==> config.mk <==
export PLATFORM = sky130hd
export DESIGN_NAME = button_debounce_long_press
export DESIGN_NICKNAME = d
export VERILOG_FILES = /design/src/hw/rtl/bdlp_pkg.sv /design/src/hw/rtl/button_debounce_long_press.sv /design/src/hw/rtl/bdlp_button.sv
export SDC_FILE = /design/constraint.sdc
export NUM_CORES = 1
export LEC_CHECK = 0
export BUFFER_PORTS_ARGS = -buffer_cell sky130_fd_sc_hd__buf_2
export CAP_MARGIN = 25
export CORE_ASPECT_RATIO = 0.6
export CORE_UTILIZATION = 50
export DETAILED_ROUTE_END_ITERATION = 16
export GPL_ROUTABILITY_DRIVEN = 0
export PLACE_DENSITY = 0.68
export SYNTH_ARGS = -nofsm -noshare
export SYNTH_HDL_FRONTEND = slang
export SYNTH_SLANG_ARGS = --single-unit
==> constraint.sdc <==
create_clock -name clk_i -period 9.6 [get_ports clk_i]
set_clock_uncertainty 0.05 [all_clocks]
set_input_delay 0.96 -clock clk_i [delete_from_list [all_inputs] [get_ports clk_i]]
set_output_delay 0.96 -clock clk_i [all_outputs]
set_load 0.05 [all_outputs]
==> src/hw/rtl/bdlp_pkg.sv <==
package bdlp_pkg;

  localparam int unsigned NumButtons = 3;
  localparam int unsigned TimeW      = 16;
  localparam int unsigned ElapsedW   = 8;
  localparam int unsigned CodeW      = 3;
  localparam int unsigned StatesW    = CodeW * NumButtons;
  localparam int unsigned InDataW    = ((NumButtons + ElapsedW + 7) / 8) * 8;
  localparam int unsigned OutDataW   = ((StatesW + 7) / 8) * 8;
  localparam int unsigned CfgIdxW    = 1;

  typedef logic [TimeW-1:0] time_t;

  // config register indexes
  localparam logic [CfgIdxW-1:0] CfgBounceTime = 1'd0;
  localparam logic [CfgIdxW-1:0] CfgLongTime   = 1'd1;

  localparam time_t BounceTimeRst = 16'd20;
  localparam time_t LongTimeRst   = 16'd1000;

  // button state, one-hot
  typedef enum logic [7:0] {
    BtnUp          = 8'b0000_0001,
    BtnBounce      = 8'b0000_0010,
    BtnPressed     = 8'b0000_0100,
    BtnLong        = 8'b0000_1000,
    BtnPressEdge   = 8'b0001_0000,
    BtnReleaseEdge = 8'b0010_0000,
    BtnLongEdge    = 8'b0100_0000,
    BtnLongRelease = 8'b1000_0000
  } btn_state_e;

  // external state codes
  localparam logic [CodeW-1:0] CodeUp          = 3'd0;
  localparam logic [CodeW-1:0] CodeBounce      = 3'd1;
  localparam logic [CodeW-1:0] CodePressed     = 3'd2;
  localparam logic [CodeW-1:0] CodeLong        = 3'd3;
  localparam logic [CodeW-1:0] CodePressEdge   = 3'd4;
  localparam logic [CodeW-1:0] CodeReleaseEdge = 3'd5;
  localparam logic [CodeW-1:0] CodeLongEdge    = 3'd6;
  localparam logic [CodeW-1:0] CodeLongRelease = 3'd7;

  function automatic logic [CodeW-1:0] state_code(btn_state_e st);
    logic [CodeW-1:0] c;
    unique case (st)
      BtnUp:          c = CodeUp;
      BtnBounce:      c = CodeBounce;
      BtnPressed:     c = CodePressed;
      BtnLong:        c = CodeLong;
      BtnPressEdge:   c = CodePressEdge;
      BtnReleaseEdge: c = CodeReleaseEdge;
      BtnLongEdge:    c = CodeLongEdge;
      BtnLongRelease: c = CodeLongRelease;
      default:        c = CodeUp;
    endcase
    return c;
  endfunction

endpackage

==> src/hw/rtl/button_debounce_long_press.sv <==
// Pipeline: an accepted item is written into the input register and moves on into the
//   result register once that slot is free or being drained.
// Throughput: one item per cycle while the sink keeps m_axis_tready high; set by the
//   per-button state update, a single step of each button's FSM between the two registers.
// Reset (rst_ni, async low): all buttons up, held times zero, both stages empty,
//   bounce time 20 ms and long-press time 1000 ms.
module button_debounce_long_press (
  input  logic                            clk_i,
  input  logic                            rst_ni,
  // input items: [2:0] raw_levels, [10:3] elapsed_ms, rest zero
  input  logic                            s_axis_tvalid,
  output logic                            s_axis_tready,
  input  logic [bdlp_pkg::InDataW-1:0]    s_axis_tdata,
  // result items: [8:0] button_states, rest zero
  output logic                            m_axis_tvalid,
  input  logic                            m_axis_tready,
  output logic [bdlp_pkg::OutDataW-1:0]   m_axis_tdata,
  // configuration writes
  input  logic                            cfg_we_i,
  input  logic [bdlp_pkg::CfgIdxW-1:0]    cfg_idx_i,
  input  logic [bdlp_pkg::TimeW-1:0]      cfg_wdata_i
);

  // ---------------------------------------------------------------------------
  // Config registers
  // ---------------------------------------------------------------------------
  bdlp_pkg::time_t bounce_time_q, long_time_q;

  always_ff @(posedge clk_i or negedge rst_ni) begin
    if (!rst_ni) begin
      bounce_time_q <= bdlp_pkg::BounceTimeRst;
      long_time_q   <= bdlp_pkg::LongTimeRst;
    end else if (cfg_we_i) begin
      unique case (cfg_idx_i)
        bdlp_pkg::CfgBounceTime: bounce_time_q <= cfg_wdata_i;
        bdlp_pkg::CfgLongTime:   long_time_q   <= cfg_wdata_i;
        default: ;
      endcase
    end
  end

  // ---------------------------------------------------------------------------
  // Stage 1: input register
  // ---------------------------------------------------------------------------
  logic                              in_vld_q;
  logic [bdlp_pkg::NumButtons-1:0]   levels_q;
  logic [bdlp_pkg::ElapsedW-1:0]     elapsed_q;
  logic                              in_acc;
  logic                              advance;  // stage-1 item moves into the result reg

  // result slot is free, or being drained this cycle
  assign advance       = in_vld_q && (!m_axis_tvalid || m_axis_tready);
  assign s_axis_tready = !in_vld_q || advance;
  assign in_acc        = s_axis_tvalid && s_axis_tready;

  always_ff @(posedge clk_i or negedge rst_ni) begin
    if (!rst_ni) begin
      in_vld_q <= 1'b0;
    end else if (s_axis_tready) begin
      in_vld_q <= s_axis_tvalid;
    end
  end

  always_ff @(posedge clk_i) begin
    if (in_acc) begin
      levels_q  <= s_axis_tdata[bdlp_pkg::NumButtons-1:0];
      elapsed_q <= s_axis_tdata[bdlp_pkg::NumButtons +: bdlp_pkg::ElapsedW];
    end
  end

  // ---------------------------------------------------------------------------
  // Per-button state machines, all stepped together
  // ---------------------------------------------------------------------------
  logic [bdlp_pkg::StatesW-1:0] states_d;

  for (genvar b = 0; b < bdlp_pkg::NumButtons; b++) begin : g_btn
    bdlp_button u_btn (
      .clk_i         (clk_i),
      .rst_ni        (rst_ni),
      .step_i        (advance),
      .pressed_i     (!levels_q[b]),     // active-low pins
      .elapsed_i     (elapsed_q),
      .bounce_time_i (bounce_time_q),
      .long_time_i   (long_time_q),
      .code_d_o      (states_d[b*bdlp_pkg::CodeW +: bdlp_pkg::CodeW])
    );
  end

  // ---------------------------------------------------------------------------
  // Stage 2: result register
  // ---------------------------------------------------------------------------
  logic                         out_vld_q;
  logic [bdlp_pkg::StatesW-1:0] states_q;

  always_ff @(posedge clk_i or negedge rst_ni) begin
    if (!rst_ni) begin
      out_vld_q <= 1'b0;
    end else if (advance) begin
      out_vld_q <= 1'b1;
    end else if (m_axis_tready) begin
      out_vld_q <= 1'b0;
    end
  end

  always_ff @(posedge clk_i) begin
    if (advance) states_q <= states_d;
  end

  assign m_axis_tvalid = out_vld_q;
  assign m_axis_tdata  = {{(bdlp_pkg::OutDataW - bdlp_pkg::StatesW){1'b0}}, states_q};

  // ---------------------------------------------------------------------------
  // Assertions
  // ---------------------------------------------------------------------------
  // input side stalls only when both stages are full and the sink holds off
  a_stall_cause: assert property (@(posedge clk_i) disable iff (!rst_ni)
    !s_axis_tready |-> (in_vld_q && out_vld_q && !m_axis_tready))
    else $error("input stalled without a full pipeline");

  // an item moved out of stage 1 always shows up as a result next cycle
  a_advance_out: assert property (@(posedge clk_i) disable iff (!rst_ni)
    advance |=> out_vld_q)
    else $error("advanced item lost");

  // an accepted item lands in the input register
  a_accept_in: assert property (@(posedge clk_i) disable iff (!rst_ni)
    in_acc |=> in_vld_q)
    else $error("accepted item lost");

endmodule

==> src/hw/rtl/bdlp_button.sv <==
// One button: state register, held-time counter and next-state logic.
module bdlp_button (
  input  logic                           clk_i,
  input  logic                           rst_ni,
  input  logic                           step_i,     // item is consumed this cycle
  input  logic                           pressed_i,
  input  logic [bdlp_pkg::ElapsedW-1:0]  elapsed_i,
  input  bdlp_pkg::time_t                bounce_time_i,
  input  bdlp_pkg::time_t                long_time_i,
  output logic [bdlp_pkg::CodeW-1:0]     code_d_o     // code after this step
);

  bdlp_pkg::btn_state_e state_q, state_d;
  bdlp_pkg::time_t      held_q, held_d, held_sum;
  logic [bdlp_pkg::TimeW:0] sum_raw;

  // saturating add
  assign sum_raw  = {1'b0, held_q} + {{(bdlp_pkg::TimeW + 1 - bdlp_pkg::ElapsedW){1'b0}}, elapsed_i};
  assign held_sum = sum_raw[bdlp_pkg::TimeW] ? {bdlp_pkg::TimeW{1'b1}}
                                             : sum_raw[bdlp_pkg::TimeW-1:0];

  always_comb begin
    state_d = state_q;
    held_d  = held_q;
    unique case (state_q)
      bdlp_pkg::BtnUp: begin
        if (pressed_i) begin
          state_d = bdlp_pkg::BtnBounce;
          held_d  = '0;
        end
      end
      bdlp_pkg::BtnBounce: begin
        if (pressed_i) begin
          held_d = held_sum;
          if (held_sum > bounce_time_i) begin
            state_d = bdlp_pkg::BtnPressEdge;
            held_d  = '0;
          end
        end else begin
          state_d = bdlp_pkg::BtnUp;
          held_d  = '0;
        end
      end
      bdlp_pkg::BtnPressed: begin
        if (pressed_i) begin
          held_d = held_sum;
          if (held_sum > long_time_i) begin
            state_d = bdlp_pkg::BtnLongEdge;
            held_d  = '0;
          end
        end else begin
          state_d = bdlp_pkg::BtnReleaseEdge;
          held_d  = '0;
        end
      end
      bdlp_pkg::BtnLong: begin
        if (!pressed_i) state_d = bdlp_pkg::BtnLongRelease;
      end
      bdlp_pkg::BtnPressEdge: begin
        if (pressed_i) begin
          state_d = bdlp_pkg::BtnPressed;
          held_d  = '0;
        end else begin
          state_d = bdlp_pkg::BtnUp;
        end
      end
      bdlp_pkg::BtnLongEdge: begin
        if (pressed_i) begin
          state_d = bdlp_pkg::BtnLong;
          held_d  = '0;
        end else begin
          state_d = bdlp_pkg::BtnUp;
        end
      end
      default: state_d = bdlp_pkg::BtnUp;
    endcase
  end

  always_ff @(posedge clk_i or negedge rst_ni) begin
    if (!rst_ni) begin
      state_q <= bdlp_pkg::BtnUp;
      held_q  <= '0;
    end else if (step_i) begin
      state_q <= state_d;
      held_q  <= held_d;
    end
  end

  assign code_d_o = bdlp_pkg::state_code(state_d);

endmodule

# == Word level (Yosys, flattened, before mapping) ==
# Cells that the tools add are included.
# word_totals
word_cells,136
reg_bits,126
output_inout_bits,18
in_bits,38
# op_classes
addsub,3
mux,53
n_reduce_logical,18
eq_ne,42
order_cmp,6
bitwise,1
# ops
operator,count
$mux W16,18
$mux W8,18
$pmux W16 S3,3
$pmux W8 S6,3
$gt A16 B16 Y1,6
$pmux W3 S7,3
$add A16 B8 Y17,3
$eq A8 B2 Y1 const B,6
$eq A8 B3 Y1 const B,6
$eq A8 B4 Y1 const B,6
$eq A8 B5 Y1 const B,6
$eq A8 B7 Y1 const B,6
$eq A8 B1 Y1 const B,3
$eq A8 B6 Y1 const B,3
$eq A8 B8 Y1 const B,3
$mux W4,3
$mux W3,3
$reduce_and A3 Y1,3
$reduce_bool A3 Y1,3
$reduce_or A3 Y1,3
$ne A2 B2 Y1 const B,3
$reduce_and A2 Y1,2
$logic_and A1 B1 Y1,2
$logic_not A1 Y1,2
other kinds (4),6

# == Logic depth before layout (Yosys ltp) ==
# Gate-level depths: netlist (run 1).
# logic_depth
depth_word,8
ltp_mapped,20

# == By module ==
# Synthesis (run 1) repeated with hierarchy kept, for this count alone.
# unflattened
hier_cells,1081
area_unflattened_um2,10005.8
# modules_own_cells
mod,n_inst,cells_per_inst,seq_area_each_um2,area_each_um2
bdlp_button at g_btn[0].u_btn,1,318,601.8,2691.3
bdlp_button at g_btn[1].u_btn,1,329,601.8,2678.8
bdlp_button at g_btn[2].u_btn,1,326,601.8,2621.3
button_debounce_long_press,1,108,1461.4,2014.4

# == Worst setup path before layout (run 1) ==
# No wires, ideal clock.
# synth_path
kind,reg-to-reg
start,register elapsed_q[0] (netlist bit)
end,register g_btn[0].u_btn.held_q[15]
setup_slack_ps,4547
stages_incl_launch_ff,20
t_arrival_ps,4882
period_less_slack_ps,5053
cell_sequence,edfxtp_1 ha_1 fa_1 a21oi_1 nor2_1 a2111oi_0 o21bai_1 a21oi_1 nor3_1 clkbuf_1 nor2_1 inv_1 ha_1 nand2_1 or4_1 o221a_2 o21ai_0 a211oi_2 a21o_1 a22o_1
# synth_between
elab_chain_cells,6
word_cells_on_any_way,9
cone_classes,add/sub: 1; order compare: 2; mux: 6
# synth_lines
element,line,text
from (decl),button_debounce_long_press.sv:47,logic [bdlp_pkg::ElapsedW-1:0] elapsed_q;
from (signal assigned),button_debounce_long_press.sv:67,elapsed_q <= s_axis_tdata[bdlp_pkg::NumButtons +: bdlp_pkg::ElapsedW];
$add A16 B8 Y17 (*),bdlp_button.sv:18,"assign sum_raw = {1'b0, held_q} + {{(bdlp_pkg::TimeW + 1 - bdlp_pkg::ElapsedW){1'b0}}, elapsed_i};"
$mux W16 (*),bdlp_button.sv:19,assign held_sum = sum_raw[bdlp_pkg::TimeW] ? {bdlp_pkg::TimeW{1'b1}}
$gt A16 B16 Y1 (on tied branches),"bdlp_button.sv:47, bdlp_button.sv:35",
$mux W16 (on tied branches),"bdlp_button.sv:47, bdlp_button.sv:35",
$mux W16 (on tied branches),"bdlp_button.sv:45, bdlp_button.sv:33",
$pmux W16 S3 (*),bdlp_button.sv:25,unique case (state_q)
to (signal assigned),bdlp_button.sv:85,held_q <= held_d;
to (decl),bdlp_button.sv:14,"bdlp_pkg::time_t held_q, held_d, held_sum;"
# Mark *: on every way between the ends. The rest lies on a longest branch, timed or not.
# A chain may end at the register's enable or synchronous reset.

# == Worst setup path in the final report (run 1) ==
# Ends and elaborated chain as after synthesis.

==> results of run 1 <==
-- placed cells by master (no fill, tap or decap), types with 7 or more instances in the layout --
cell type	Yosys	final
sky130_fd_sc_hd__a21oi_1	67	67
sky130_fd_sc_hd__and3_1	8	8
sky130_fd_sc_hd__edfxtp_1	20	20
sky130_fd_sc_hd__nor2_1	57	57
sky130_fd_sc_hd__a22o_1	25	25
sky130_fd_sc_hd__xnor2_1	18	18
sky130_fd_sc_hd__nand2_1	123	123
sky130_fd_sc_hd__dfrtp_1	95	95
sky130_fd_sc_hd__clkbuf_16	0	17
sky130_fd_sc_hd__mux2_2	27	27
sky130_fd_sc_hd__dfstp_2	11	11
sky130_fd_sc_hd__or2_2	9	9
sky130_fd_sc_hd__conb_1	1	7
sky130_fd_sc_hd__nand4_1	18	18
sky130_fd_sc_hd__xor2_1	11	11
sky130_fd_sc_hd__a21o_1	12	12
sky130_fd_sc_hd__buf_2	2	42
sky130_fd_sc_hd__nor3_1	24	24
sky130_fd_sc_hd__ha_1	120	120
sky130_fd_sc_hd__nand3_1	25	25
sky130_fd_sc_hd__buf_4	7	10
sky130_fd_sc_hd__o21ai_0	86	86
sky130_fd_sc_hd__nand2b_1	7	7
sky130_fd_sc_hd__a211oi_1	10	10
sky130_fd_sc_hd__o21a_1	16	16
sky130_fd_sc_hd__o22ai_1	8	8
sky130_fd_sc_hd__o21bai_1	7	7
sky130_fd_sc_hd__a31oi_1	9	9
sky130_fd_sc_hd__nor2b_1	11	10
sky130_fd_sc_hd__nand3b_1	8	8
sky130_fd_sc_hd__inv_1	59	59
-- per-stage QoR --
stage                     utilization, %  worst slack, ns  hold WS (ns)  cells  instance area (sq um)
after floorplan                        -            4.547        0.4034   1034                   9394
after global placement             53.96            3.555        0.4196   1293                   9827
after detailed placement           53.96            3.409        0.4392   1293                   9827
after CTS                          57.51            3.375        0.4442   1325                  10470
after global routing               57.59            3.019        0.4640   1326                  10490
final                              57.59            3.302        0.4432   1326                  10490
-- where the power goes --
part / switching (W) / internal [W]
Combinational: 0.000663 / 0.000435
Clock: 0.000256 / 0.000461
Sequential: 0.0000733 / 0.000633
Total: 0.000992 / 0.00153
-- metal layers --
layer  vias to the layer above  track usage, %  wire length [um]
met5                         -               0                 0
met1                      3820           43.90             12910
met4                         0           6.295               209
met3                        20           6.399              2130
met2                       286           36.18              9859
li1                       3883               -                 -
-- how the worst max path moves through the flow --
stage / to / slack, ns / startpoint / cells past startpoint
after floorplan: g_btn[0].u_btn.held_q[15] / 4.55 / elapsed_q[0] / 19
after global placement: g_btn[0].u_btn.held_q[15] / 3.55 / elapsed_q[0] / 17
after detailed placement: g_btn[0].u_btn.state_q[1] / 3.41 / elapsed_q[0] / 17
after CTS: g_btn[0].u_btn.held_q[15] / 3.38 / elapsed_q[0] / 17
after global routing: g_btn[0].u_btn.held_q[15] / 3.02 / elapsed_q[0] / 17
final: g_btn[0].u_btn.held_q[15] / 3.30 / elapsed_q[0] / 17
-- registers in the layout (all words and copies together) (netlist names) --
register	count
long_time_q	16
in_vld_q	1
g_btn.u_btn.held_q	48
bounce_time_q	16
states_q	9
m_axis_tvalid	1
g_btn.u_btn.state_q	24
elapsed_q	8
levels_q	3
-- kinds of logic after synthesis --
| group | Yosys count |
|---|---|
| AO/OA/AOI/OAI | 299 |
| XOR/XNOR | 29 |
| adder cells (fa/ha/maj) | 123 |
| buffers and inverters | 93 |
| flip-flops | 126 |
| multiplexers | 27 |
| other | 1 |
| AND/OR/NAND/NOR | 330 |
-- critical path: cells and delay by family (launching register included) --
family	cells	cell delay, ns
AOI/OAI and AO/OA	9	3.20
adders and majority gates	3	1.08
DFF	1	0.50
and+or+nand+nor	5	1.35
-- cell type report --
| class | instances | area, sq um |
|---|---|---|
| repair buffers | 53 | 300.3 |
| clock buffers | 18 | 429.2 |
| fillers | 1568 | 7722 |
| well taps | 240 | 300.3 |
| inverters | 60 | 225.2 |
| clock inverters | 14 | 216.5 |
| flip-flops and latches | 126 | 3267 |
| multi-input cells | 815 | 5749 |
==> flow_metrics.env, run 1 <==
export IMPL_clk_transition_reported_paths_ns=0.06
export IMPL_rsz0062_at_grt="false"
export IMPL_cellLeakagePower_nw=4.964
export IMPL_holdPathStages=1
export IMPL_grt_pass1_wl_mm=39.70
export IMPL_post_cts_setup_buffers=0
export IMPL_worst_setup_path_end_kind="register"
export IMPL_synth_top_family_by_area="compound AO/OA/AOI/OAI gates"
export IMPL_vias=8009
export IMPL_fin_tns_setup_ns=0
export IMPL_vdd_drop_max_v=0.0001425
export IMPL_synth_most_common_cell="sky130_fd_sc_hd__nand2_1"
export IMPL_register_to_register_setup_slack_ns=3.30
export IMPL_wirelength_mm=25.11
export IMPL_slew_of_the_pin_with_the_lowest_slew_margin_ns=1.012
export IMPL_number_of_antenna_violations_at_the_first_check_in_global_routing=0
export IMPL_fmax_ghz=0.1588
export IMPL_netlist_area_sq_mm=0.009371
export IMPL_finalSetupViolations=0
export IMPL_die_h_um=108.0
export IMPL_share_of_synthesized_area_occupied_by_flip_flops_and_latches_pct=34.86
export IMPL_synth_top_cells_by_count="sky130_fd_sc_hd__nand2_1, sky130_fd_sc_hd__ha_1, sky130_fd_sc_hd__dfrtp_1"
export IMPL_yosys_cell_types_count=76
export IMPL_clk_latency_ns=0.43
export IMPL_grt_usage_pct=27.45
export IMPL_layout_drive_gt1_share_pct=14.18
export IMPL_timing_critical_path_fanout_max=10
export IMPL_critPathKind="register to register"
export IMPL_clockBufferDepth=2
export IMPL_max_stage_delay_ns=0.87
export IMPL_worstSetupStartpointType="register"
export IMPL_holdCritStartpoint="in_vld_q"
export IMPL_initialDrtViolationCount=846
export IMPL_post_synth_and_or_nand_nor_area_fraction_pct=17.33
export IMPL_design_final_nets=1234
export IMPL_design_core_area_sq_mm=0.01821
export IMPL_drc=0
export IMPL_die_area_sq_mm=0.01931
export IMPL_final_min_period_over_clock_period_pct=65.60
export IMPL_outcome="finished clean"
export IMPL_critical_path_cell_chain="ha_1 > fa_1 > a21oi_1 > nor2_1 > a2111oi_0 > o21bai_1 > a21oi_1 > or3_1 > nand2_1 > ha_1 > nand4_1 > or4_1 > o221a_2 > o21ai_0 > a211oi_2 > a21o_1 > a22o_1"
export IMPL_post_drt_wl_per_cell_um=18.93
export IMPL_yosys_area_share_adder_pct=16.66
export IMPL_hold_end="m_axis_tvalid"
export IMPL_post_synth_cell_area_avg_sq_um=9.116
export IMPL_post_synth_top_area_fraction_pct=25.37
export IMPL_cts_hold_buffers=0
export IMPL_root_buffer_cell="sky130_fd_sc_hd__clkbuf_16"
export IMPL_synth_top_area_cell="sky130_fd_sc_hd__dfrtp_1"
export IMPL_number_of_primary_i_o_pins=56
export IMPL_yosys_warnings=0
export IMPL_hold_viol_final=0
export IMPL_number_of_global_route_vias_before_repair=7252
export IMPL_antenna_diode_count=0
export IMPL_synth_edf_count=20
export IMPL_regToRegEndpoint="g_btn[0].u_btn.held_q[15]"
export IMPL_post_cts_resized_instances=0
export IMPL_worst_ep_required_time_ns=9.86
export IMPL_grt_max_degree=58
export IMPL_netlist_top_cells_area="sky130_fd_sc_hd__dfrtp_1, sky130_fd_sc_hd__ha_1, sky130_fd_sc_hd__edfxtp_1"
export IMPL_globalRoute_totalOverflow=0
export IMPL_io_buffer_count=43
export IMPL_synthToLayoutAreaGrowth_pct=11.91
export IMPL_number_of_buffers_added_by_the_clock_tree_synthesis_step=17
export IMPL_worst_r2r_cell_count=17
export IMPL_synth_area_mux_share_pct=3.244
export IMPL_maxCapViolCount=0
export IMPL_synthXorXnorAreaFrac_pct=2.710
export IMPL_tritoncts_num_sinks=126
export IMPL_worst_ep_arrival_time_ns=6.56
export IMPL_worstHoldPathType="register to register"
export IMPL_hpwlAfterDp_mm=19.10
export IMPL_async_flop_share_pct=84.13
export IMPL_synth_compound_area_share_pct=21.04
export IMPL_finalCriticalPeriod_ns=6.298
export IMPL_prevailing_post_synth_register_cell="sky130_fd_sc_hd__dfrtp_1"
export IMPL_avgViaCountPerCell=6.040
export IMPL_tritoncts_clock_tree="built"
export IMPL_slowest_stage="sky130_fd_sc_hd__a2111oi_0"
export IMPL_htreeDepth=4
export IMPL_postSynthRegisterBits=126
export IMPL_effective_utilization_at_floorplan_pct=51.46
export IMPL_core_rowCount=38
export IMPL_die_w_um=178.7
export IMPL_worst_r2r_startpoint="elapsed_q[0]"
export IMPL_max_slew_margin_pct=30.76
export IMPL_detail_route_antenna_nets=0
export IMPL_p_per_area_mw_per_mm2=240.4
export IMPL_drtPass1Iterations=5
export IMPL_timing_max_transition_violations_final=0
export IMPL_totalPowerFinal_w=0.002521
export IMPL_syn_instance_count=1028
No activity file was read; power rests on OpenSTA's default activity.
==> inputs of run 2 (changes only) <==
--- a/config.mk
+++ b/config.mk
@@ -5,13 +5,14 @@
 export SDC_FILE = /design/constraint.sdc
 export NUM_CORES = 1
 export LEC_CHECK = 0
+export ABC_AREA = 1
 export BUFFER_PORTS_ARGS = -buffer_cell sky130_fd_sc_hd__buf_2
 export CAP_MARGIN = 25
 export CORE_ASPECT_RATIO = 0.6
 export CORE_UTILIZATION = 50
 export DETAILED_ROUTE_END_ITERATION = 16
 export GPL_ROUTABILITY_DRIVEN = 0
-export PLACE_DENSITY = 0.68
+export PLACE_DENSITY = 0.7
 export SYNTH_ARGS = -nofsm -noshare
 export SYNTH_HDL_FRONTEND = slang
 export SYNTH_SLANG_ARGS = --single-unit
==> constraint.sdc (replaced) <==
create_clock -name clk_i -period 5.5 [get_ports clk_i]
set_clock_uncertainty 0.05 [all_clocks]
set_input_delay 0.55 -clock clk_i [delete_from_list [all_inputs] [get_ports clk_i]]
set_output_delay 0.55 -clock clk_i [all_outputs]
set_load 0.05 [all_outputs]
==> run 2 against run 1 <==
Compared with the run above: global-route usage up 0.60 points; via count up 16%; total power up 96%; synthesized area up 7.4%; worst hold slack worse by 0.29 ns; clock power up 56%; sequential share of layout area down 1.6 points; critical path depth unchanged; first-iteration DRC count down 4.5%; register-to-register slack worse by 2.2 ns; critical path type unchanged.
==> flow_metrics.env, run 2 <==
export IMPL_synth_top_area_cell="sky130_fd_sc_hd__dfrtp_1"
export IMPL_cts_hold_buffers=0
export IMPL_root_buffer_cell="sky130_fd_sc_hd__clkbuf_16"
export IMPL_max_slew_margin_pct=38.30
export IMPL_hold_viol_final=0
export IMPL_preCtsSetupSlack_ns=1.203
export IMPL_effective_utilization_at_floorplan_pct=51.98
export IMPL_number_of_global_route_vias_before_repair=8378
export IMPL_synth_edf_count=20
export IMPL_layout_drive_gt1_share_pct=10.85
export IMPL_number_of_antenna_violations_at_the_first_check_in_global_routing=0
export IMPL_die_w_um=185.2
export IMPL_clockBufferDepth=2
export IMPL_max_stage_delay_ns=0.50
export IMPL_fin_tns_setup_ns=0
export IMPL_netlist_area_sq_mm=0.01007
export IMPL_register_to_register_setup_slack_ns=1.10
export IMPL_synthToLayoutAreaGrowth_pct=9.766
export IMPL_maxCapViolCount=0
export IMPL_syn_instance_count=1372
export IMPL_worst_r2r_cell_count=17
export IMPL_grt_usage_pct=28.05
export IMPL_critical_path_cell_chain="ha_1 > fa_1 > nand3_1 > nand2_1 > nand2_1 > nand2_1 > nand2_2 > nand3_1 > ha_1 > nand4_1 > nor3_1 > nand4_1 > nand2_1 > nand2_1 > nand2_1 > nand2_1 > o21ai_1"
export IMPL_layout_top_registers="g_btn.u_btn.held_q (48), g_btn.u_btn.state_q (24)"
export IMPL_core_rowCount=39
export IMPL_slew_of_the_pin_with_the_lowest_slew_margin_ns=0.9233
export IMPL_totalPowerFinal_w=0.004934
export IMPL_fill_cells=1820
export IMPL_netlist_top_cells_area="sky130_fd_sc_hd__dfrtp_1, sky130_fd_sc_hd__ha_1, sky130_fd_sc_hd__nand2_1"
export IMPL_post_cts_setup_buffers=0
export IMPL_io_buffer_count=43
export IMPL_die_h_um=111.9
export IMPL_slowest_stage="sky130_fd_sc_hd__edfxtp_1"
export IMPL_post_cts_resized_instances=0
export IMPL_regToRegEndpoint="g_btn[2].u_btn.held_q[0]"
export IMPL_final_min_period_over_clock_period_pct=80.00
export IMPL_detail_route_antenna_nets=0
export IMPL_worstSetupStartpointType="register"
export IMPL_timing_max_transition_violations_final=0
export IMPL_share_of_synthesized_area_occupied_by_flip_flops_and_latches_pct=32.44
export IMPL_design_core_area_sq_mm=0.01937
export IMPL_largest_register_ffs=48
export IMPL_dp_cells=1662
export IMPL_cp_common_cell="sky130_fd_sc_hd__nand2_1"
export IMPL_utilization_pct=57.06
export IMPL_rsz0062_at_grt="false"
export IMPL_crit_family="simple AND/OR/NAND/NOR gates"
export IMPL_vdd_drop_max_v=0.0003170
export IMPL_tritoncts_clock_tree="built"
export IMPL_final_cell_count_no_fill=1694
export IMPL_fmax_ghz=0.2273
export IMPL_worstHoldPathType="input port to asynchronous set/reset pin"
export IMPL_clk_transition_reported_paths_ns=0.06
export IMPL_post_synth_cell_area_avg_sq_um=7.339
export IMPL_async_flop_share_pct=84.13
export IMPL_clk_latency_ns=0.45
export IMPL_number_of_primary_i_o_pins=56
export IMPL_avgViaCountPerCell=5.482
export IMPL_wirelength_mm=27.68
export IMPL_layout_commonest_cell="sky130_fd_sc_hd__nand2_1"
export IMPL_post_drt_wl_per_cell_um=16.34
export IMPL_finalCriticalPeriod_ns=4.400
export IMPL_outcome="finished clean"
export IMPL_finalSetupViolations=0
export IMPL_worst_ep_required_time_ns=5.81
export IMPL_antenna_diode_count=0
export IMPL_hpwlAfterDp_mm=21.48
export IMPL_drtPass1Iterations=6
export IMPL_top_register="g_btn.u_btn.held_q"
export IMPL_cellLeakagePower_nw=5.810
export IMPL_yosys_cell_types_count=45
export IMPL_vias=9287
export IMPL_synth_top_cells_by_count="sky130_fd_sc_hd__nand2_1, sky130_fd_sc_hd__inv_1, sky130_fd_sc_hd__nand3_1"
export IMPL_grt_max_degree=63
export IMPL_postSynthRegisterBits=126
export IMPL_cp_num_buf_inv=0
export IMPL_worst_setup_path_end_kind="register"
export IMPL_timing_critical_path_fanout_max=13
export IMPL_number_of_buffers_added_by_the_clock_tree_synthesis_step=17
export IMPL_die_area_sq_mm=0.02073
export IMPL_prevailing_post_synth_register_cell="sky130_fd_sc_hd__dfrtp_1"
export IMPL_grt_pass1_wl_mm=44.02
export IMPL_initialDrtViolationCount=808
export IMPL_drc=0
export IMPL_yosys_warnings=0
export IMPL_worst_ep_arrival_time_ns=4.71
export IMPL_p_per_area_mw_per_mm2=446.4
export IMPL_layout_cells_most_common_list="sky130_fd_sc_hd__nand2_1, sky130_fd_sc_hd__inv_1, sky130_fd_sc_hd__nand3_1, sky130_fd_sc_hd__ha_1, sky130_fd_sc_hd__nor2_1"
export IMPL_htreeDepth=4
export IMPL_post_synth_top_area_fraction_pct=23.61
export IMPL_globalRoute_totalOverflow=0
export IMPL_fin_ws_ns=1.100
export IMPL_critPathKind="register to register"
export IMPL_worst_r2r_startpoint="elapsed_q[0]"
export IMPL_synth_most_common_cell="sky130_fd_sc_hd__nand2_1"
export IMPL_design_final_nets=1576
export IMPL_tritoncts_num_sinks=126
## run 2: changes by cell type after synthesis, sizes merged, moves of 8 or more
| cell | previous run | this run |
|---|---|---|
| o22ai | 8 | 0 |
| nand2 | 123 | 403 |
| o21a | 16 | 4 |
| buf | 10 | 20 |
| a211oi | 11 | 0 |
| nor3 | 24 | 13 |
| a22o | 25 | 0 |
| inv | 59 | 175 |
| nor2b | 11 | 0 |
| nand3 | 25 | 144 |
| mux2 | 27 | 0 |
| nor2 | 57 | 119 |
| clkbuf | 23 | 8 |
## run 2: per-stage QoR
step / hold slack [ns] / area [sq um]
floorplan: 0.2044 / 10090
global placement: 0.4180 / 10480
detailed placement: 0.4215 / 10480
CTS: 0.1693 / 11050
global route: 0.2087 / 11050
finish: 0.1508 / 11050
## run 2: worst max-delay path by stage
stage / slack [ns] / start / end / depth (start not counted)
2_1_floorplan: 2.22 / elapsed_q[0] / states_q[3] / 22
3_3_place_gp: 1.29 / elapsed_q[0] / g_btn[2].u_btn.held_q[10] / 17
3_5_place_dp: 1.20 / elapsed_q[0] / g_btn[2].u_btn.held_q[0] / 17
4_1_cts: 1.20 / elapsed_q[0] / g_btn[2].u_btn.held_q[0] / 17
5_1_grt: 0.78 / elapsed_q[0] / g_btn[2].u_btn.held_q[10] / 18
6_report: 1.10 / elapsed_q[0] / g_btn[2].u_btn.held_q[0] / 17
## run 2: area by class of cell
cell class	instances	area [sq um]	area share, %
well taps	266	332.8	3.011
repair buffers	46	240.2	2.173
clock buffers	18	429.2	3.883
clock inverters	14	145.1	1.313
flip-flops and latches	126	3267	29.56
multi-input cells	1049	5982	54.12
inverters	175	656.9	5.943
## run 2: layer usage
| metal | track usage [%] | vias to the layer above | part of all wire, % |
|---|---|---|---|
| met1 | 44.21 | 4318 | 51 |
| met3 | 6.215 | 18 | 9.4 |
| met4 | 5.675 | 0 | 0.73 |
| met2 | 38.42 | 360 | 39 |
| met5 | 0 | - | 0 |
| li1 | - | 4591 | - |
## run 2: cell families (layout without fill, tap and decap cells)
| logic type | after synthesis | after routing | share of synthesized area, % |
|---|---|---|---|
| AOI/OAI and AO/OA | 182 | 182 | 9.742 |
| xor gates and xnor gates | 18 | 18 | 1.566 |
| adders and majority gates | 123 | 123 | 15.51 |
| buffers and inverters | 203 | 253 | 8.375 |
| DFF | 126 | 126 | 32.44 |
| other | 1 | 7 | 0.03724 |
| and+or+nand+nor | 719 | 719 | 32.33 |
## run 2: where the power goes
part / switching [W] / internal [W]
Sequential: 0.000140 / 0.00114
Clock: 0.000460 / 0.000665
Combinational: 0.00168 / 0.000858
==> inputs of run 3 (changes only) <==
--- a/config.mk
+++ b/config.mk
@@ -5,14 +5,14 @@
 export SDC_FILE = /design/constraint.sdc
 export NUM_CORES = 1
 export LEC_CHECK = 0
-export ABC_AREA = 1
+export ABC_AREA = 0
 export BUFFER_PORTS_ARGS = -buffer_cell sky130_fd_sc_hd__buf_2
 export CAP_MARGIN = 25
 export CORE_ASPECT_RATIO = 0.6
 export CORE_UTILIZATION = 50
 export DETAILED_ROUTE_END_ITERATION = 16
 export GPL_ROUTABILITY_DRIVEN = 0
-export PLACE_DENSITY = 0.7
+export PLACE_DENSITY = 0.68
 export SYNTH_ARGS = -nofsm -noshare
 export SYNTH_HDL_FRONTEND = slang
 export SYNTH_SLANG_ARGS = --single-unit
==> constraint.sdc (replaced) <==
create_clock -name clk_i -period 4.1 [get_ports clk_i]
set_clock_uncertainty 0.05 [all_clocks]
set_input_delay 0.41 -clock clk_i [delete_from_list [all_inputs] [get_ports clk_i]]
set_output_delay 0.41 -clock clk_i [all_outputs]
set_load 0.05 [all_outputs]
==> run 3 against run 2 <==
Compared with the run above: the flow now finishes with violations (negative setup slack); non-clock buffer count increased by 185; design area increased by 19%; core utilization increased by 15 points; die area decreased by 6.8%; via count decreased by 0.30%; clock power increased by 37%; setup slack got worse by 1.7 ns; total power increased by 44%; global-route usage increased by 4.2 points; first-iteration DRC count increased by 16%.
==> flow_metrics.env, run 3 (synthesis gave the netlist of run 1 again) <==
export IMPL_combined_area_of_the_multi_input_logic_cells_sq_mm=0.006994
export IMPL_detail_route_wirelength_met1_mm=14.05
export IMPL_crit_family="compound AO/OA/AOI/OAI gates"
export IMPL_largest_register_ffs=48
export IMPL_timing_critical_path_fanout_max=7
export IMPL_worstHoldPathType="input port to asynchronous set/reset pin"
export IMPL_grt_pass1_wl_mm=46.29
export IMPL_finalSetupViolations=68
export IMPL_tritoncts_num_sinks=126
export IMPL_die_h_um=108.0
export IMPL_slew_of_the_pin_with_the_lowest_slew_margin_ns=0.8676
export IMPL_hold_viol_final=0
export IMPL_design_core_area_sq_mm=0.01821
export IMPL_fin_tns_setup_ns=-31.39
export IMPL_dpl_instance_area_sq_mm=0.01110
export IMPL_worst_ep_required_time_ns=4.37
export IMPL_vdd_drop_max_v=0.0003619
export IMPL_avgViaCountPerCell=6.152
export IMPL_initialDrtViolationCount=936
export IMPL_postLayoutCellArea_sq_mm=0.01315
export IMPL_number_of_primary_i_o_pins=56
export IMPL_top_register="g_btn.u_btn.held_q"
export IMPL_detail_route_antenna_nets=0
export IMPL_timing_max_transition_violations_final=0
export IMPL_antenna_diode_count=0
export IMPL_die_area_sq_mm=0.01931
export IMPL_maxCapViolCount=0
export IMPL_p_per_area_mw_per_mm2=541.1
export IMPL_worst_setup_path_end_kind="register"
export IMPL_core_rowCount=38
export IMPL_critical_path_cell_chain="buf_4 > buf_6 > ha_4 > fa_2 > and2_4 > o21ai_4 > a21oi_4 > o41ai_4 > nor2_2 > nand2_1 > mux2_4 > ha_4 > nand4_1 > buf_4 > nor4_4 > a21boi_4 > nor3_4 > o21ai_2 > a21oi_4 > buf_12 > a21o_1 > a22o_1"
export IMPL_highest_signal_layer="met4"
export IMPL_slowest_stage="sky130_fd_sc_hd__edfxtp_1"
export IMPL_clockBufferDepth=2
export IMPL_max_slew_margin_pct=42.16
export IMPL_cts_hold_buffers=0
export IMPL_final_cell_count_no_fill=1505
export IMPL_clk_transition_reported_paths_ns=0.06
export IMPL_preCtsSetupSlack_ns=-0.6596
export IMPL_globalRoute_totalOverflow=0
export IMPL_root_buffer_cell="sky130_fd_sc_hd__clkbuf_16"
export IMPL_io_buffer_count=43
export IMPL_number_of_buffers_added_by_the_clock_tree_synthesis_step=17
export IMPL_htreeDepth=4
export IMPL_drtPass1Iterations=5
export IMPL_layout_drive_gt1_share_pct=38.02
export IMPL_route_met3_wl_mm=2.956
export IMPL_cp_num_buf_inv=4
export IMPL_effective_utilization_at_floorplan_pct=51.46
export IMPL_number_of_antenna_violations_at_the_first_check_in_global_routing=0
export IMPL_violations="negative setup slack"
export IMPL_clk_latency_ns=0.44
export IMPL_final_min_period_over_clock_period_pct=114.4
export IMPL_tritoncts_clock_tree="built"
export IMPL_rsz0062_at_grt="true"
export IMPL_cellLeakagePower_nw=6.074
export IMPL_wirelength_mm=31.40
export IMPL_layout_top_registers="g_btn.u_btn.held_q (48), g_btn.u_btn.state_q (24)"
export IMPL_worstSetupStartpointType="register"
export IMPL_grt_usage_pct=32.26
export IMPL_fmax_ghz=0.2132
export IMPL_die_w_um=178.7
export IMPL_ff_latch_area_sq_mm=0.003267
export IMPL_vias=9259
export IMPL_finalCriticalPeriod_ns=4.691
export IMPL_post_drt_wl_per_cell_um=20.87
export IMPL_dr_wl_met2_mm=13.68
export IMPL_design_final_nets=1413
export IMPL_critPathKind="register to register"
export IMPL_number_of_global_route_vias_before_repair=8534
export IMPL_dp_cells=1428
export IMPL_outcome="complete, but fails checks"
export IMPL_layout_commonest_cell="sky130_fd_sc_hd__buf_4"
export IMPL_fill_cells=1255
export IMPL_max_stage_delay_ns=0.44
export IMPL_synthToLayoutAreaGrowth_pct=40.31
export IMPL_layout_cells_most_common_list="sky130_fd_sc_hd__buf_4, sky130_fd_sc_hd__nand2_1, sky130_fd_sc_hd__dfrtp_1, sky130_fd_sc_hd__ha_1, sky130_fd_sc_hd__inv_1"
export IMPL_fin_ws_ns=-0.5911
export IMPL_worst_ep_arrival_time_ns=4.96
export IMPL_drc=0
export IMPL_hpwlAfterDp_mm=21.41
export IMPL_grt_max_degree=61
run 3: final cells by class:
cell class              count  area share, %
clock inverters            10         0.8564
clock buffers              22          3.606
well taps                 240          2.284
inverters                  60          1.713
repair buffers            231          13.50
multi-input cells         816          53.19
flip-flops and latches    126          24.85
run 3: repair_timing:
item | 4_1_cts | 5_1_grt
pin swaps | 98 | 58
buffers inserted | 37 | 14
resized for setup | 155 | 70
gates cloned | 1 | 0
endpoints found under the setup margin | 68 | 68
run 3: per-layer routing:
layer  GRT usage [%]  vias up
met4           10.17        0
met5               0        -
met3           8.579       61
li1                -     4237
met2           46.37      437
met1           46.80     4524
run 3: power by group:
part | total (W) | switching (W) | leakage, nW | internal [W]
logic | 0.00392 | 0.00213 | 4.22 | 0.00179
clock network | 0.00153 | 0.000593 | 0.286 | 0.000940
registers | 0.00166 | 0.000180 | 1.57 | 0.00148
run 3: final timing paths:
| kind | from | to | slack (ns) | cells past startpoint |
|---|---|---|---|---|
| max in group asynchronous | rst_ni | g_btn[0].u_btn.state_q[0] | 3.17 | 2 |
| min in group clk_i | s_axis_tdata[6] | elapsed_q[3] | 0.10 | 1 |
| worst min-delay path | rst_ni | g_btn[2].u_btn.held_q[0] | 0.02 | 1 |
| worst max-delay path | elapsed_q[0] | g_btn[2].u_btn.held_q[13] | -0.59 | 22 |
| worst min register to register | g_btn[0].u_btn.held_q[3] | g_btn[0].u_btn.held_q[3] | 0.43 | 2 |
| worst max register to register | elapsed_q[0] | g_btn[2].u_btn.held_q[13] | -0.59 | 22 |
run 3: metrics by stage:
step / power [W] / hold slack (ns) / utilization [%]
finish: 0.007115 / 0.02297 / 72.21
global placement: 0.004646 / 0.4188 / 60.97
CTS: 0.006735 / 0.06324 / 69.55
floorplan: 0.003583 / 0.06441 / -
detailed placement: 0.004744 / 0.4216 / 60.97
global route: 0.007533 / 0.08200 / 72.21
